--- src/rtl/cdu_pkg.sv ---
// Shared types, constants and calendar tables for the calendar date unit.
`timescale 1ns / 1ps

package cdu_pkg;

    localparam logic [15:0] YEAR_MIN   = 16'd1900;
    localparam logic [3:0]  MONTH_JAN  = 4'd1;
    localparam logic [3:0]  MONTH_FEB  = 4'd2;
    localparam logic [3:0]  MONTH_DEC  = 4'd12;
    localparam logic [4:0]  DAY_FIRST  = 5'd1;
    localparam logic [4:0]  DAY_LAST   = 5'd31;
    localparam logic [4:0]  DAY_FEB_LEAP = 5'd29;
    localparam logic [5:0]  MOD_BASE   = 6'd25;
    localparam logic [8:0]  YEAR_DAYS_NORM = 9'd365;
    localparam logic [8:0]  YEAR_DAYS_LEAP = 9'd366;

    // floor(y / 25) == (y * RECIP_25) >> RECIP_SHIFT for every 16-bit y
    localparam logic [16:0] RECIP_25    = 17'd83887;
    localparam int          RECIP_SHIFT = 21;

    localparam logic ACT_SET = 1'b0;
    localparam logic ACT_ADD = 1'b1;

    typedef struct packed {
        logic        action;
        logic [3:0]  new_month;
        logic [4:0]  new_day;
        logic [15:0] new_year;
        logic [15:0] day_count;
    } cdu_in_t;

    typedef struct packed {
        logic [3:0]  cur_month;
        logic [4:0]  cur_day;
        logic [15:0] cur_year;
        logic        leap_flag;
        logic [8:0]  day_of_year;
        logic [8:0]  days_left;
        logic        month_bad;
        logic        day_bad;
        logic        year_bad;
        logic        year_overflow;
    } cdu_out_t;

    typedef struct packed {
        logic load_set;
        logic load_add;
        logic mod_step;
        logic day_check;
        logic month_step;
        logic out_load;
    } cdu_cmd_t;

    typedef struct packed {
        logic add_done;
        logic out_free;
    } cdu_status_t;

    // Length of month m (1..12); leap selects 29 days for February.
    function automatic logic [4:0] month_days(input logic [3:0] m, input logic leap);
        logic [4:0] d;
        unique case (m)
            4'd2:                    d = 5'd28;
            4'd4, 4'd6, 4'd9, 4'd11: d = 5'd30;
            default:                 d = DAY_LAST;
        endcase
        if (m == MONTH_FEB && leap)
            d = DAY_FEB_LEAP;
        return d;
    endfunction

    // Days in the months before month m of a common year.
    function automatic logic [8:0] days_before(input logic [3:0] m);
        logic [8:0] d;
        unique case (m)
            4'd2:    d = 9'd31;
            4'd3:    d = 9'd59;
            4'd4:    d = 9'd90;
            4'd5:    d = 9'd120;
            4'd6:    d = 9'd151;
            4'd7:    d = 9'd181;
            4'd8:    d = 9'd212;
            4'd9:    d = 9'd243;
            4'd10:   d = 9'd273;
            4'd11:   d = 9'd304;
            4'd12:   d = 9'd334;
            default: d = 9'd0;
        endcase
        return d;
    endfunction

endpackage

--- src/rtl/cdu_ctrl.sv ---
// Sequencer for the calendar date unit: set, mod-25 reduction, add and result hand-off.
`timescale 1ns / 1ps

module cdu_ctrl (
    input  logic                clk,
    input  logic                rst_n,
    input  logic                req_valid,
    input  logic                action,
    input  cdu_pkg::cdu_status_t status,
    output logic                req_ready,
    output cdu_pkg::cdu_cmd_t   cmd
);
    import cdu_pkg::*;

    localparam logic [2:0] S_IDLE  = 3'd0;
    localparam logic [2:0] S_MOD   = 3'd1;
    localparam logic [2:0] S_CHECK = 3'd2;
    localparam logic [2:0] S_ADD   = 3'd3;
    localparam logic [2:0] S_OUT   = 3'd4;

    logic [2:0] state_reg, state_next;
    logic       step_cnt_reg, step_cnt_next;

    assign req_ready = (state_reg == S_IDLE);

    always_comb
    begin
        state_next    = state_reg;
        step_cnt_next = step_cnt_reg;
        cmd           = '0;
        unique case (state_reg)
            S_IDLE:
            begin
                if (req_valid)
                begin
                    if (action == ACT_ADD)
                    begin
                        cmd.load_add = 1'b1;
                        state_next   = S_ADD;
                    end
                    else
                    begin
                        cmd.load_set  = 1'b1;
                        step_cnt_next = 1'b0;
                        state_next    = S_MOD;
                    end
                end
            end
            S_MOD:
            begin
                cmd.mod_step  = 1'b1;
                step_cnt_next = step_cnt_reg + 1'b1;
                if (step_cnt_reg == 1'b1)
                    state_next = S_CHECK;
            end
            S_CHECK:
            begin
                cmd.day_check = 1'b1;
                state_next    = S_OUT;
            end
            S_ADD:
            begin
                if (status.add_done)
                    state_next = S_OUT;
                else
                    cmd.month_step = 1'b1;
            end
            S_OUT:
            begin
                if (status.out_free)
                begin
                    cmd.out_load = 1'b1;
                    state_next   = S_IDLE;
                end
            end
            default:
            begin
                state_next = S_IDLE;
            end
        endcase
    end

    always_ff @(posedge clk or negedge rst_n)
    begin
        if (!rst_n)
        begin
            state_reg    <= S_IDLE;
            step_cnt_reg <= 1'b0;
        end
        else
        begin
            state_reg    <= state_next;
            step_cnt_reg <= step_cnt_next;
        end
    end

endmodule

--- src/rtl/cdu_datapath.sv ---
// Date registers, month stepper, mod-25 year tracker and result register.
`timescale 1ns / 1ps

module cdu_datapath #(
    parameter int YEAR_BITS = 16
) (
    input  logic                 clk,
    input  logic                 rst_n,
    input  cdu_pkg::cdu_in_t     req_data,
    input  cdu_pkg::cdu_cmd_t    cmd,
    input  logic                 rsp_ready,
    output cdu_pkg::cdu_status_t status,
    output logic                 rsp_valid,
    output cdu_pkg::cdu_out_t    rsp_data
);
    import cdu_pkg::*;

    localparam int CMP_W = (YEAR_BITS > 16) ? YEAR_BITS : 16;
    localparam logic [YEAR_BITS-1:0] YEAR_MAX = '1;

    logic [3:0]           month_reg;
    logic [4:0]           day_reg;
    logic [YEAR_BITS-1:0] year_reg;
    logic [4:0]           mod_reg;
    logic [15:0]          yval_reg;
    logic [11:0]          quot_reg;
    logic [15:0]          cnt_reg;
    logic                 m_bad_reg, d_bad_reg, y_bad_reg, ovf_reg;
    logic                 rsp_valid_reg;
    cdu_out_t             rsp_data_reg;

    logic        leap;
    logic [4:0]  dim;
    logic [5:0]  rest;
    logic [11:0] quot;
    logic [15:0] quot_x25;
    logic [4:0]  mod_next;
    logic [4:0]  mod_inc;
    logic        m_ok, y_ok;
    logic [15:0] y_load;
    logic [8:0]  doy;
    logic [8:0]  ylen;
    cdu_out_t    result;

    // y % 400 == 0 iff 16 | y and 25 | y
    assign leap = (year_reg[1:0] == 2'b00) && ((mod_reg != 5'd0) || (year_reg[3:0] == 4'd0));
    assign dim  = month_days(month_reg, leap);
    assign rest = 6'(dim) - 6'(day_reg) + 6'd1;

    // two mod steps: quotient by reciprocal multiply, then the remainder
    assign quot     = 12'((33'(yval_reg) * 33'(RECIP_25)) >> RECIP_SHIFT);
    assign quot_x25 = 16'(quot_reg) * 16'(MOD_BASE);
    assign mod_next = 5'(yval_reg - quot_x25);
    assign mod_inc  = (mod_reg == 5'(MOD_BASE - 6'd1)) ? 5'd0 : mod_reg + 5'd1;

    assign m_ok   = (req_data.new_month >= MONTH_JAN) && (req_data.new_month <= MONTH_DEC);
    assign y_ok   = (req_data.new_year >= YEAR_MIN)
                 && (CMP_W'(req_data.new_year) <= CMP_W'(YEAR_MAX));
    assign y_load = y_ok ? req_data.new_year : YEAR_MIN;

    assign doy  = days_before(month_reg) + 9'(day_reg)
                + 9'((leap && (month_reg > MONTH_FEB)) ? 1 : 0);
    assign ylen = leap ? YEAR_DAYS_LEAP : YEAR_DAYS_NORM;

    always_comb
    begin
        result               = '0;
        result.cur_month     = month_reg;
        result.cur_day       = day_reg;
        result.cur_year      = 16'(year_reg);
        result.leap_flag     = leap;
        result.day_of_year   = doy;
        result.days_left     = ylen - doy;
        result.month_bad     = m_bad_reg;
        result.day_bad       = d_bad_reg;
        result.year_bad      = y_bad_reg;
        result.year_overflow = ovf_reg;
    end

    assign status.add_done = (cnt_reg == 16'd0) || ovf_reg;
    assign status.out_free = !rsp_valid_reg || rsp_ready;
    assign rsp_valid       = rsp_valid_reg;
    assign rsp_data        = rsp_data_reg;

    always_ff @(posedge clk or negedge rst_n)
    begin
        if (!rst_n)
        begin
            month_reg <= MONTH_JAN;
            day_reg   <= DAY_FIRST;
            year_reg  <= YEAR_BITS'(YEAR_MIN);
            mod_reg   <= 5'd0;
            m_bad_reg <= 1'b0;
            d_bad_reg <= 1'b0;
            y_bad_reg <= 1'b0;
            ovf_reg   <= 1'b0;
        end
        else
        begin
            if (cmd.load_set)
            begin
                month_reg <= m_ok ? req_data.new_month : MONTH_JAN;
                year_reg  <= YEAR_BITS'(y_load);
                day_reg   <= req_data.new_day;
                mod_reg   <= 5'd0;
                m_bad_reg <= !m_ok;
                y_bad_reg <= !y_ok;
                d_bad_reg <= 1'b0;
                ovf_reg   <= 1'b0;
            end
            else if (cmd.load_add)
            begin
                m_bad_reg <= 1'b0;
                y_bad_reg <= 1'b0;
                d_bad_reg <= 1'b0;
                ovf_reg   <= 1'b0;
            end
            else if (cmd.mod_step)
            begin
                mod_reg <= mod_next;
            end
            else if (cmd.day_check)
            begin
                if ((day_reg == 5'd0) || (day_reg > dim))
                begin
                    day_reg   <= DAY_FIRST;
                    d_bad_reg <= 1'b1;
                end
            end
            else if (cmd.month_step)
            begin
                if (cnt_reg >= 16'(rest))
                begin
                    if (month_reg >= MONTH_DEC)
                    begin
                        if (year_reg == YEAR_MAX)
                        begin
                            month_reg <= MONTH_DEC;
                            day_reg   <= DAY_LAST;
                            ovf_reg   <= 1'b1;
                        end
                        else
                        begin
                            month_reg <= MONTH_JAN;
                            day_reg   <= DAY_FIRST;
                            year_reg  <= year_reg + YEAR_BITS'(1);
                            mod_reg   <= mod_inc;
                        end
                    end
                    else
                    begin
                        month_reg <= month_reg + 4'd1;
                        day_reg   <= DAY_FIRST;
                    end
                end
                else
                begin
                    day_reg <= day_reg + cnt_reg[4:0];
                end
            end
        end
    end

    always_ff @(posedge clk)
    begin
        if (cmd.load_set)
            yval_reg <= y_load;
        if (cmd.mod_step)
            quot_reg <= quot;

        if (cmd.load_add)
            cnt_reg <= req_data.day_count;
        else if (cmd.month_step)
        begin
            if (cnt_reg >= 16'(rest))
                cnt_reg <= cnt_reg - 16'(rest);
            else
                cnt_reg <= 16'd0;
        end

        if (cmd.out_load)
            rsp_data_reg <= result;
    end

    always_ff @(posedge clk or negedge rst_n)
    begin
        if (!rst_n)
            rsp_valid_reg <= 1'b0;
        else if (cmd.out_load)
            rsp_valid_reg <= 1'b1;
        else if (rsp_ready)
            rsp_valid_reg <= 1'b0;
    end

endmodule

--- src/rtl/calendar_date_unit.sv ---
// Calendar date unit top level: Gregorian date register with load and add-days.
//
// Holds one Gregorian date. A set transaction loads month, day and year, replaces each invalid
// part with its default (1, 1, 1900) and presents its result after a reciprocal-multiply
// reduction of the year modulo 25 for the century leap test and a check of the day. An add
// transaction advances the date one month per cycle until the count is used up or the year
// overflows, then presents its result. A new transaction is accepted once the previous result
// has been moved into the output register; that register holds the result until it is taken.
`timescale 1ns / 1ps

module calendar_date_unit #(
    parameter int YEAR_BITS = 16
) (
    input  logic              clk,
    input  logic              rst_n,
    input  logic              req_valid,
    output logic              req_ready,
    input  cdu_pkg::cdu_in_t  req_data,
    output logic              rsp_valid,
    input  logic              rsp_ready,
    output cdu_pkg::cdu_out_t rsp_data
);
    import cdu_pkg::*;

    cdu_cmd_t    cmd;
    cdu_status_t status;

    cdu_ctrl u_ctrl (
        .clk       (clk),
        .rst_n     (rst_n),
        .req_valid (req_valid),
        .action    (req_data.action),
        .status    (status),
        .req_ready (req_ready),
        .cmd       (cmd)
    );

    cdu_datapath #(
        .YEAR_BITS (YEAR_BITS)
    ) u_datapath (
        .clk       (clk),
        .rst_n     (rst_n),
        .req_data  (req_data),
        .cmd       (cmd),
        .rsp_ready (rsp_ready),
        .status    (status),
        .rsp_valid (rsp_valid),
        .rsp_data  (rsp_data)
    );

endmodule

--- config.mk ---
export PLATFORM = sky130hd
export DESIGN_NAME = calendar_date_unit
export DESIGN_NICKNAME = d
export VERILOG_FILES = /design/src/rtl/cdu_pkg.sv /design/src/rtl/cdu_ctrl.sv /design/src/rtl/cdu_datapath.sv /design/src/rtl/calendar_date_unit.sv
export SDC_FILE = /design/constraint.sdc
export NUM_CORES = 1
export LEC_CHECK = 0
export BUFFER_PORTS_ARGS = -buffer_cell sky130_fd_sc_hd__buf_2
export CAP_MARGIN = 20
export CORE_MARGIN = 5
export CORE_UTILIZATION = 29
export DETAILED_ROUTE_END_ITERATION = 12
export GPL_TIMING_DRIVEN = 0
export PLACE_DENSITY = 0.53
export SLEW_MARGIN = 20
export SYNTH_ARGS = -nofsm -noshare
export SYNTH_HDL_FRONTEND = slang
export SYNTH_SLANG_ARGS = --single-unit
--- constraint.sdc ---
create_clock -name clk -period 7.5 [get_ports clk]
set_input_delay 0.75 -clock clk [delete_from_list [all_inputs] [get_ports clk]]
set_output_delay 0.75 -clock clk [all_outputs]
set_load 0.05 [all_outputs]
**Yosys cells after proc, flatten, opt, wreduce, memory -nomap -nowiden**

Memory sizes are Yosys's and may differ from the RTL's.
Index checks and enable logic that the tools add are counted.

- Register bits: 131
- Memory bits (read-only): 144
- Output and inout bits: 50
- Memories: 1

- Add/subtract/negate cells: 12
- $mul: 2
- Order comparisons: 8
- Equality and inequality tests: 25
- Mux-type cells: 80
- Reductions and logical operators: 44

Memory list:

| name | words | bits a word | rd ports | clocked after memory_dff | wr ports | line | text |
|---|---|---|---|---|---|---|---|
| (name not given) | 16 | 9 | 1 | 0 | 0 | cdu_pkg.sv:75 | `unique case (m)` |

Operator list:

| kind | count |
|---|---|
| 16-bit two-way mux | 12 |
| 5-bit two-way mux | 19 |
| 4-bit two-way mux | 9 |
| 16-bit by 17-bit multiplier with 33-bit output, second input constant | 1 |
| 3-bit nonzero test | 10 |
| 1-bit two-way mux | 29 |
| 16-bit by 1-bit adder with 16-bit output, second input constant | 1 |
| 16-bit equality test, second input constant | 1 |
| 16-bit by 11-bit greater-or-equal comparator with 1-bit output, second input constant | 1 |
| 16-bit by 6-bit greater-or-equal comparator with 1-bit output | 1 |
| 16-bit less-or-equal comparator, second input constant | 1 |
| 16-bit zero test | 1 |
| 16-bit by 6-bit subtractor with 16-bit output | 1 |
| 3-bit one-hot mux with 5 select lines | 1 |
| 2-bit nonzero test | 7 |
| 12-bit by 5-bit multiplier with 5-bit output, second input constant | 1 |
| 3-bit two-way mux | 4 |
| 3-bit by 1-bit != test with 1-bit output, second input constant | 4 |
| 6-bit AND reduction | 2 |
| 2-bit != test, second input constant | 5 |
| 9-bit by 5-bit adder with 9-bit output | 1 |
| 9-bit adder | 1 |
| 9-bit subtractor | 1 |
| 4-bit by 3-bit equality test with 1-bit output, second input constant | 2 |
| 36 further kinds | 55 |

**Logic depth before layout (Yosys ltp)**

Gate-level depths: netlist (run 1).

- Depth after elaboration: 14
- Depth in mapped cells: 24
- Depth with buffers taken out: 20

**Hierarchy**

Synthesis (run 1) repeated with hierarchy kept, for this count alone.

- Cells, all modules: 1161
- Area, all modules: 11768.8 sq um

Modules (own cells, without submodules):

| module | instances | cells each | area an instance (sq um) |
|---|---|---|---|
| cdu_datapath | 1 | 1130 | 11497.3 |
| cdu_ctrl | 1 | 31 | 271.5 |

**Least setup slack after synthesis (run 1)**

No wires, ideal clock.

- Kind: register to register
- From: reg u_datapath.yval_reg[14]
- To: reg u_datapath.quot_reg[3], data pin
- Arrival time: 5.007 ns
- Required time: 7.236 ns
- Slack: 2.230 ns
- Cell stages (with the launch flop): 18
- Path buffers: 0
- Period minus slack after synthesis: 5.270 ns
- Cells stage by stage: edfxtp_1 inv_1 fa_1 fa_1 inv_1 fa_1 fa_1 fa_1 inv_1 fa_1 inv_1 ha_1 nand3_1 nor3_1 a22oi_1 nand3_1 a221oi_1 xnor2_1

- Longest elaborated chain between the ends: 1

Ends and longest elaborated chain:

| item | line | text |
|---|---|---|
| start: declaration | cdu_datapath.sv:25 | `logic [15:0] yval_reg;` |
| start signal: assignment | cdu_datapath.sv:167 | `yval_reg <= y_load;` |
| 16-bit by 17-bit multiplier with 33-bit output | cdu_datapath.sv:51 | `assign quot = 12'((33'(yval_reg) * 33'(RECIP_25)) >> RECIP_SHIFT);` |
| via u_datapath.quot[3] | cdu_datapath.sv:35 | `logic [11:0] quot;` |
| end signal: assignment | cdu_datapath.sv:169 | `quot_reg <= quot;` |
| end: declaration | cdu_datapath.sv:26 | `logic [11:0] quot_reg;` |

The timed path passes the listed nets, and every way through them passes these cells.
A chain may end at the register's enable or synchronous reset.

**Final worst setup path (run 1)**

- From: reg u_datapath.month_reg[2]
- To: reg u_datapath.day_reg[2]

- Longest elaborated chain between the ends: 13
- Elaborated cells on any way between the ends: 24

Ends and longest elaborated chain:

| item | line | text |
|---|---|---|
| start: declaration | cdu_datapath.sv:21 | `logic [3:0] month_reg;` |
| start signal: assignment | cdu_datapath.sv:102 | `month_reg <= m_ok ? req_data.new_month : MONTH_JAN;` |
| start signal: assignment | cdu_datapath.sv:152 | `month_reg <= month_reg + 4'd1;` |
| 4-bit by 3-bit equality test with 1-bit output or 4-bit equality test (tied branches) | cdu_pkg.sv:62 | `unique case (m)` |
| 4-bit OR reduction | cdu_pkg.sv:62 |  |
| 2-bit one-hot mux with 2 select lines | cdu_pkg.sv:62 |  |
| 5-bit two-way mux | cdu_pkg.sv:67 | `if (m == MONTH_FEB && leap)` |
| 5-bit by 5-bit subtractor with 6-bit output | cdu_datapath.sv:48 | `assign rest = 6'(dim) - 6'(day_reg) + 6'd1;` |
| 6-bit by 1-bit adder with 6-bit output | cdu_datapath.sv:48 |  |
| 16-bit by 6-bit greater-or-equal comparator with 1-bit output | cdu_datapath.sv:132 | `if (cnt_reg >= 16'(rest))` |
| 5-bit two-way mux | cdu_datapath.sv:132 |  |
| 5-bit two-way mux | cdu_datapath.sv:130 | `else if (cmd.month_step)` |
| 5-bit two-way mux | cdu_datapath.sv:122 | `else if (cmd.day_check)` |
| 5-bit two-way mux | cdu_datapath.sv:118 | `else if (cmd.mod_step)` |
| 5-bit two-way mux | cdu_datapath.sv:111 | `else if (cmd.load_add)` |
| 5-bit two-way mux | cdu_datapath.sv:100 | `if (cmd.load_set)` |
| end signal: assignment | cdu_datapath.sv:104 | `day_reg <= req_data.new_day;` |
| end signal: assignment | cdu_datapath.sv:158 | `day_reg <= day_reg + cnt_reg[4:0];` |
| end: declaration | cdu_datapath.sv:22 | `logic [4:0] day_reg;` |

Several ways; a longest one is shown, not always the timed one. The select of a mux whose other input is x is not followed.

==> results.py, run 1 <==
metrics = {
    "status": {
        "status": "finished clean",
    },
    "clocking": {
        "cts_setup_buffers": 0,
        "cts.htree.levels": 4,
        "cts_tree": "yes",
        "clock-sinks": 124,
        "post_cts_resized": 0,
        "post_cts_hold_buffer_count": 0,
        "cts_buffers": 17,
        "clockRootBuffer": "clkbuf_16",
        "worstSkewPairLatency_ns": 0.43,
        "cts_buffer_depth": 2,
        "path_clk_slew_ns": 0.06,
    },
    "route": {
        "dr.pass1.iters": 5,
        "num_vias": 8285,
        "drt-wirelength-per-cell_um": 16.1,
        "route.final.wire_length_mm": 28.3,
        "drc": 0,
        "drt_iter0_markers": 430,
        "routed_via_density": 4.71,
        "antenna_left": 0,
    },
    "die": {
        "start_util_pct": 29.4,
        "fp-row-count": 72,
        "dieArea_um2": 43500,
        "ioPinCount": 96,
        "fp.dieW_um": 209,
        "dieHeight_um": 209,
        "core_area_um2": 38800,
    },
    "hold_path": {
        "hold_path_class": "in -> async",
    },
    "place": {
        "hpwl_mm": 23.2,
        "place.gp.congestion": 0.926,
        "io_buffers": 95,
        "placed_cells": 1728,
    },
    "job": {
        "drv_cap": 0,
    },
    "yosys": {
        "synth_cell_types": 69,
        "avgSynthCellArea_um2": 10.3,
        "synth_edf_count": 85,
        "synthCells": 1112,
        "syn_nets": 1408,
        "synth_warnings": 0,
        "synth_ff_type": "edfxtp_1",
        "syn-cell-area_um2": 11400,
        "yosysSeqAreaShare_pct": 31.0,
        "synthArstFlopShare_pct": 31.5,
        "ys_ff_latch": 124,
    },
    "critical_path": {
        "critical_path_required_ns": 7.80,
        "path_class": "reg -> reg",
        "path_max_fanout": 10,
        "crit_arrival_ns": 6.32,
        "endpoint_kind": "flop",
        "startpoint_type": "flop",
    },
    "layout": {
        "largest_reg_flops": 48,
        "nets": 1525,
        "drive_gt1_share_pct": 12.9,
        "antennaDiodeCount": 0,
        "area_growth_pct": 15.7,
        "multiInputGateArea_um2": 6990,
        "stdcell_count": 1760,
        "seq_area_um2": 3540,
        "fill_cells": 3924,
    },
    "timing": {
        "final_max_slew_viol_count": 0,
        "finalSetupViolCount": 0,
        "hold_viol_final": 0,
        "setup_tns_ns": 0,
        "clock.fmax_mhz": 166,
        "period_needed_ns": 6.02,
        "hold_ws_ns": 0.469,
        "slew_headroom_pct": 34.0,
        "clock_skew_ns": 0.00901,
        "rsz0062_at_grt": "no",
        "worstMarginPinSlew_ns": 0.990,
        "fin_crit_sh_pct": 80.3,
    },
    "global_routing": {
        "grt_pass1_wl_mm": 45.6,
        "antenna_found_initial": 1,
        "gr-total-overflow": 0,
        "grt_pass1_vias": 8458,
        "grt_max_degree": 40,
        "grt_usage_pct": 13.0,
    },
}
-- worst max-delay path: stages (launching register included) --
cell and delay, ns:
dfrtp_1 0.39, clkbuf_1 0.40, buf_1 0.43, inv_1 0.23, ha_1 0.23, nor2b_1 0.16
nor2b_1 0.14, o31ai_1 0.34, ha_1 0.22, ha_1 0.17, inv_1 0.06, fa_1 0.39
o21bai_1 0.14, a21oi_1 0.09, xor2_1 0.17, ha_1 0.25, or3_1 0.36, or3_1 0.31
buf_2 0.17, a211oi_4 0.35, buf_6 0.23, mux2_1 0.33, a221oi_1 0.27, a21oi_1 0.06
-- cell type report --
cell class	instances	area share, %
well taps	518	4.90
inverters	209	5.93
multi-input cells	754	52.9
clock inverters	15	1.32
repair buffers	98	4.07
clock buffers	17	3.22
flip-flops and latches	124	26.8
plain buffers	25	0.927
-- synthesized netlist by cell type, types with 11 or more instances --
cell type	number	area, um2
nor3_1	16	80.1
inv_1	208	781
ha_1	149	1860
nand2_1	74	278
o21ai_0	47	235
a21o_1	13	97.6
fa_1	101	2020
dfrtp_1	30	751
clkbuf_1	15	56.3
xnor2_1	44	385
xor2_1	17	149
a21oi_1	37	185
nor2_1	39	146
nand3_1	34	170
or3_1	11	68.8
nor2b_1	14	87.6
edfxtp_1	85	2550
-- placed cells by master (no fill, tap or decap), drive strengths merged, types with 7 or more instances in the layout --
master  instances
ha            149
fa            101
buf           107
or3            11
nor2b          14
edfxtp         85
clkbuf         33
nor2           39
nor3           16
o21ai          57
xor2           17
a21oi          37
mux2i           7
xnor2          44
nand4           8
and2            7
o31ai          10
nor4b           7
dfstp           9
inv           217
a21o           13
a31oi          10
nand3          34
nand2b          7
dfrtp          30
o211ai          7
nand2          75
-- cells by family (layout without fill, tap and decap cells) --
logic type               count (synthesis)  in the layout  synth area share (%)
AO/OA/AOI/OAI                          188            188                  10.8
XOR/XNOR                                61             61                  4.67
adder cells (fa/ha/maj)                250            250                  34.0
buffers and inverters                  234            364                  7.92
flip-flops                             124            124                  31.0
multiplexers                            10             10                 0.908
AND/OR/NAND/NOR                        245            245                  10.7
-- per-stage QoR --
step                      setup WS, ns  area (um2)  utilization, %
after global placement            1.30       12600            32.3
after floorplan                   2.23       11400               -
after global routing              1.11       13200            34.1
after CTS                         1.46       13200            34.1
after detailed placement          1.51       12600            32.5
final                             1.48       13200            34.1
-- per-layer routing --
layer	part of all wire [%]	vias to the layer above	wire length, um	GRT usage, %
met1	47	4052	13200	17.9
met3	4.4	31	1260	1.70
met4	1.6	0	443	3.56
li1	-	4011	-	-
met2	47	191	13400	21.8
met5	0	-	0	0
-- final timing paths --
path                       slack [ns]               startpoint  depth (start not counted)                      to
max                              1.48  u_datapath.month_reg[2]                         23   u_datapath.day_reg[2]
max in group asynchronous        6.40                    rst_n                          1  u_datapath.year_reg[0]
min in group clk                 0.47     u_datapath.y_bad_reg                          0  u_datapath.rsp_data[1]
min                              0.47                    rst_n                          1   u_datapath.day_reg[4]
min reg2reg                      0.47     u_datapath.y_bad_reg                          0  u_datapath.rsp_data[1]
max reg2reg                      1.48  u_datapath.month_reg[2]                         23   u_datapath.day_reg[2]
Power of run 1 is not shown: default switching activity piles up to over one toggle a cycle in this logic, so the estimate is an artifact.
==> run 2, diff against run 1 <==
clock period = 5.8 ns   (was 7.5 ns; I/O delays follow)
==> run 2 against run 1 <==
  * Core utilization rose by 0.53 points
  * First-iteration DRC count rose by 5.3%
  * Design area is 1.6% higher
  * Sequential cell count is the same
  * Cell count rose by 1.1%
  * Sequential share of layout area fell by 0.41 points
  * Routed wire length rose by 1.1%
  * Non-clock buffer count rose by 20
  * Largest cell class unchanged
  * Worst setup slack worse by 1.3 ns
  * Critical path depth down 7
==> results.py, run 2 (synthesis results as in run 1) <==
metrics = {
    "route": {
        "routed_via_density": 4.71,
        "route.final.wire_length_mm": 28.6,
        "drc": 0,
        "antenna_left": 0,
        "drt-wirelength-per-cell_um": 16.1,
        "drt_iter0_markers": 453,
        "dr.pass1.iters": 5,
        "num_vias": 8379,
    },
    "critical_path": {
        "critical_path_required_ns": 6.01,
        "crit-reg2reg-launch": "u_datapath.yval_reg[5]",
        "path_buf_inv": 4,
        "endpoint_kind": "flop",
        "crit_chain": "fa_1 > inv_1 > fa_1 > inv_1 > fa_1 > fa_1 > fa_1 > inv_1 > fa_1 > inv_1 > ha_1 > nand3_2 > nor2_1 > o2111ai_1 > a41oi_1 > xor2_1",
        "cpPeakStageDelay_ns": 0.60,
        "cp_top_family": "adder cells",
        "slowest_stage": "fa_1",
        "ff2ff_path_depth": 16,
        "path_class": "reg -> reg",
        "startpoint_type": "flop",
        "r2r_end": "u_datapath.quot_reg[1]",
        "path_max_fanout": 4,
        "regToRegSetupSlack_ns": 0.16,
        "cpMostUsedCell": "fa_1",
        "crit_arrival_ns": 5.86,
    },
    "clocking": {
        "path_clk_slew_ns": 0.06,
        "worstSkewPairLatency_ns": 0.43,
        "cts_buffer_depth": 2,
        "clockRootBuffer": "clkbuf_16",
        "post_cts_hold_buffer_count": 0,
        "clock-sinks": 124,
        "cts_buffers": 17,
        "cts_tree": "yes",
        "cts.htree.levels": 4,
    },
    "layout": {
        "final_common_cell": "inv_1",
        "final_core_util_pct": 34.6,
        "antennaDiodeCount": 0,
        "seq_area_um2": 3540,
        "nets": 1545,
        "largest_reg_flops": 48,
        "area_growth_pct": 17.5,
        "fill_cells": 3908,
        "multiInputGateArea_um2": 7040,
        "drive_gt1_share_pct": 15.2,
        "final_cell_mix": "inv_1, ha_1, buf_2, fa_1, edfxtp_1",
    },
    "timing": {
        "clock_skew_ns": 0.00769,
        "hold_viol_final": 0,
        "period_needed_ns": 5.64,
        "clock.fmax_mhz": 177,
        "rsz0062_at_grt": "yes",
        "finalSetupViolCount": 0,
        "fin_crit_sh_pct": 97.3,
        "slew_headroom_pct": 33.8,
        "worstMarginPinSlew_ns": 0.993,
        "final_max_slew_viol_count": 0,
        "setup_tns_ns": 0,
        "hold_ws_ns": 0.304,
    },
    "global_routing": {
        "grt_max_degree": 40,
        "antenna_found_initial": 1,
        "grt_usage_pct": 13.1,
        "grt_pass1_wl_mm": 45.8,
        "grt_pass1_vias": 8488,
        "gr-total-overflow": 0,
    },
    "die": {
        "ioPinCount": 96,
        "core_area_um2": 38800,
        "dieHeight_um": 209,
        "fp.dieW_um": 209,
        "start_util_pct": 29.4,
        "fp-row-count": 72,
        "dieArea_um2": 43500,
    },
    "hold_path": {
        "hold_path_class": "in -> async",
    },
    "status": {
        "status": "finished clean",
    },
    "place": {
        "hpwl_mm": 23.2,
        "io_buffers": 95,
        "place.gp.congestion": 0.926,
    },
    "job": {
        "drv_cap": 0,
    },
}
run 2: cell types whose count changed in the layout (fill, tap and decap cells not counted), moves of 2 or more:
cell | before | now
fa_1 | 101 | 99
fa_2 | 0 | 2
nand3_2 | 0 | 3
nand3_1 | 34 | 31
buf_4 | 2 | 23
run 2: metrics by stage:
| stage | setup slack (ns) | instance area, um2 | instances |
|---|---|---|---|
| after floorplan | 0.530 | 11400 | 1112 |
| after global placement | -0.403 | 12600 | 1725 |
| after detailed placement | -0.190 | 12600 | 1728 |
| after CTS | 0.0234 | 13300 | 1762 |
| after global routing | -0.0492 | 13400 | 1780 |
| final | 0.155 | 13400 | 1780 |
run 2: worst max path at each step:
stage / cells past startpoint / endpoint / startpoint / slack, ns
after global placement: 22 / u_datapath.day_reg[2] / u_datapath.mod_reg[0] / -0.40
after CTS: 17 / u_datapath.quot_reg[3] / u_datapath.yval_reg[13] / 0.02
after global routing: 17 / u_datapath.quot_reg[2] / u_datapath.yval_reg[5] / -0.05
after floorplan: 17 / u_datapath.quot_reg[3] / u_datapath.yval_reg[14] / 0.53
after detailed placement: 23 / u_datapath.day_reg[2] / u_datapath.month_reg[2] / -0.19
final: 16 / u_datapath.quot_reg[1] / u_datapath.yval_reg[5] / 0.16
run 2: final cells by class:
class | instances | area share [%]
Buffer | 24 | 0.913
Clock buffer | 17 | 3.17
Clock inverter | 15 | 1.30
Inverter | 209 | 5.84
Multi-Input combinational cell | 754 | 52.4
Sequential cell | 124 | 26.3
Tap cell | 518 | 4.82
Timing Repair Buffer | 119 | 5.18
run 2: per-layer routing:
layer | global-route usage, % | wire length, um | up-vias
li1 | - | - | 4053
met1 | 18.0 | 13300 | 4096
met2 | 21.7 | 13600 | 197
met3 | 1.75 | 1210 | 33
met4 | 3.87 | 537 | 0
met5 | 0 | 0 | -
run 2: repair_timing:
action / 4_1_cts / 5_1_grt
pin swaps: 0 / 4
setup buffers: 3 / 18
resized for setup: 3 / 11
setup endpoints to repair: 31 / 15
Power of run 2 is left out for the same reason.
==> run 3, diff against run 2 <==
SYNTH_HIERARCHICAL = 1   (was not set)
==> run 3 against run 2 <==
  * Maximum frequency down 0.13%
  * Sequential share of layout area shrank 0.74 points
  * Design area increased by 2.9%
  * Cell count is 3.7% higher
  * Worst setup slack lost 0.0075 ns
  * Worst hold slack worse by 0.15 ns
  * Largest cell class unchanged
==> results.py, run 3 <==
metrics = {
    "die": {
        "core_area_um2": 39900,
        "dieHeight_um": 211,
        "fp-row-count": 73,
        "ioPinCount": 96,
        "dieArea_um2": 44700,
        "start_util_pct": 29.5,
        "fp.dieW_um": 211,
    },
    "yosys": {
        "ys_ff_latch": 124,
        "syn-cell-area_um2": 11800,
        "synth_warnings": 6,
        "synth.top_cells.by_count": "inv_1, ha_1, fa_1, edfxtp_1, nand2_1",
        "syn_nets": 1455,
        "yosysSeqAreaShare_pct": 30.1,
        "synth_ff_type": "edfxtp_1",
        "synth_top_area_cell": "edfxtp_1",
        "synth.most_common_cell": "inv_1",
        "ys_top_cells_by_area": "edfxtp_1, fa_1, ha_1",
        "synthArstFlopShare_pct": 31.5,
        "avgSynthCellArea_um2": 10.1,
        "synthCells": 1161,
        "synth_edf_count": 85,
        "synth_cell_types": 76,
        "synth_top_cell_area_share_pct": 21.7,
    },
    "global_routing": {
        "grt_pass1_vias": 9334,
        "grt_usage_pct": 14.2,
        "antenna_found_initial": 4,
        "grt_pass1_wl_mm": 51.0,
        "gr-total-overflow": 0,
        "grt_max_degree": 40,
    },
    "clocking": {
        "clock-sinks": 124,
        "cts_buffer_depth": 2,
        "cts_tree": "yes",
        "path_clk_slew_ns": 0.07,
        "cts_buffers": 17,
        "cts.htree.levels": 4,
        "worstSkewPairLatency_ns": 0.42,
        "post_cts_hold_buffer_count": 0,
        "clockRootBuffer": "clkbuf_16",
    },
    "route": {
        "route.final.wire_length_mm": 31.8,
        "drt-wirelength-per-cell_um": 17.2,
        "routed_via_density": 4.86,
        "drt_iter0_markers": 614,
        "dr.pass1.iters": 5,
        "num_vias": 8980,
        "antenna_left": 0,
        "drc": 0,
    },
    "layout": {
        "area_growth_pct": 17.4,
        "nets": 1601,
        "final_common_cell": "inv_1",
        "largest_reg_flops": 48,
        "drive_gt1_share_pct": 16.4,
        "fill_cells": 4073,
        "final_cell_mix": "inv_1, ha_1, fa_1, buf_2, edfxtp_1",
    },
    "timing": {
        "fin_crit_sh_pct": 97.5,
        "period_needed_ns": 5.65,
        "finalSetupViolCount": 0,
        "worstMarginPinSlew_ns": 0.747,
        "clock_skew_ns": 0.0129,
        "hold_viol_final": 0,
        "rsz0062_at_grt": "yes",
        "final_max_slew_viol_count": 0,
        "clock.fmax_mhz": 177,
        "slew_headroom_pct": 49.8,
        "hold_ws_ns": 0.157,
        "setup_tns_ns": 0,
    },
    "critical_path": {
        "crit_arrival_ns": 5.82,
        "path_class": "reg -> reg",
        "startpoint_type": "flop",
        "endpoint_kind": "flop",
        "path_max_fanout": 5,
        "critical_path_required_ns": 5.97,
    },
    "hold_path": {
        "hold_path_class": "in -> async",
    },
    "status": {
        "status": "finished clean",
    },
    "place": {
        "hpwl_mm": 25.4,
        "place.gp.congestion": 0.841,
        "io_buffers": 95,
    },
    "job": {
        "drv_cap": 0,
    },
}
[run 3: repair_timing]
item | in CTS | in global routing
gates resized for setup | 0 | 17
setup buffers | 4 | 22
setup endpoints to repair | 2 | 5
pin swaps | 0 | 7
[run 3: worst max-delay path, stage by stage, from the launching register on]
cell	delay (ns)
edfxtp_1	0.50
fa_2	0.67
inv_1	0.07
fa_1	0.48
inv_1	0.06
fa_1	0.50
fa_1	0.54
fa_1	0.53
fa_1	0.49
ha_1	0.35
or2_2	0.30
a21oi_1	0.16
a21oi_1	0.11
o21bai_1	0.22
a311oi_2	0.34
xnor2_1	0.10
[run 3: path summary, 6_finish.rpt]
kind                                         startpoint                     end  slack [ns]  cells past startpoint
max in group asynchronous                         rst_n   u_datapath/mod_reg[0]        5.21                      1
min in group clk                            req_data[8]   u_datapath/cnt_reg[8]        0.44                      3
worst max-delay path            u_datapath/yval_reg[10]  u_datapath/quot_reg[2]        0.15                     15
worst min register to register     u_datapath/y_bad_reg  u_datapath/rsp_data[1]        0.47                      0
worst max register to register  u_datapath/yval_reg[10]  u_datapath/quot_reg[2]        0.15                     15
worst min-delay path                              rst_n    u_datapath/rsp_valid        0.16                      1
[run 3: layout make-up]
| class | count | area, um2 | share of cell area, % |
|---|---|---|---|
| multi-input combinational | 787 | 7330 | 53.1 |
| inverter | 215 | 807 | 5.84 |
| clock buffer | 18 | 429 | 3.11 |
| sequential | 124 | 3540 | 25.6 |
| antenna | 1 | 2.50 | 0.0181 |
| timing repair buffer | 127 | 722 | 5.22 |
| buffer | 35 | 171 | 1.24 |
| clock inverter | 14 | 158 | 1.14 |
| tap | 525 | 657 | 4.75 |
[run 3: cells by family (layout without fill, tap and decap cells)]
| logic type | count (synthesis) | after routing | synth area share, % |
|---|---|---|---|
| muxes | 18 | 18 | 1.57 |
| other | 0 | 1 | 0 |
| xor gates and xnor gates | 43 | 43 | 3.20 |
| DFF | 124 | 124 | 30.1 |
| buffers and inverters | 250 | 409 | 8.31 |
| and+or+nand+nor | 267 | 267 | 12.1 |
| AOI/OAI and AO/OA | 211 | 211 | 12.0 |
| adders and majority gates | 248 | 248 | 32.8 |
[run 3: through the flow]
stage	instance area [um2]	worst slack (ns)	util, %	std cells
global placement	12900	-1.13	32.3	1781
finish	13800	0.147	34.6	1846
global route	13800	-0.0613	34.6	1845
floorplan	11800	0.475	-	1161
CTS	13600	0.0171	34.0	1823
detailed placement	13000	-0.0133	32.5	1787
[run 3: per-layer routing]
layer	global-route usage, %	vias up	wire [um]
li1	-	4316	-
met1	19.6	4442	14600
met2	24.2	189	15600
met3	2.09	29	1270
met4	2.58	4	354
met5	0	-	21
Power of run 3 is left out for the same reason.
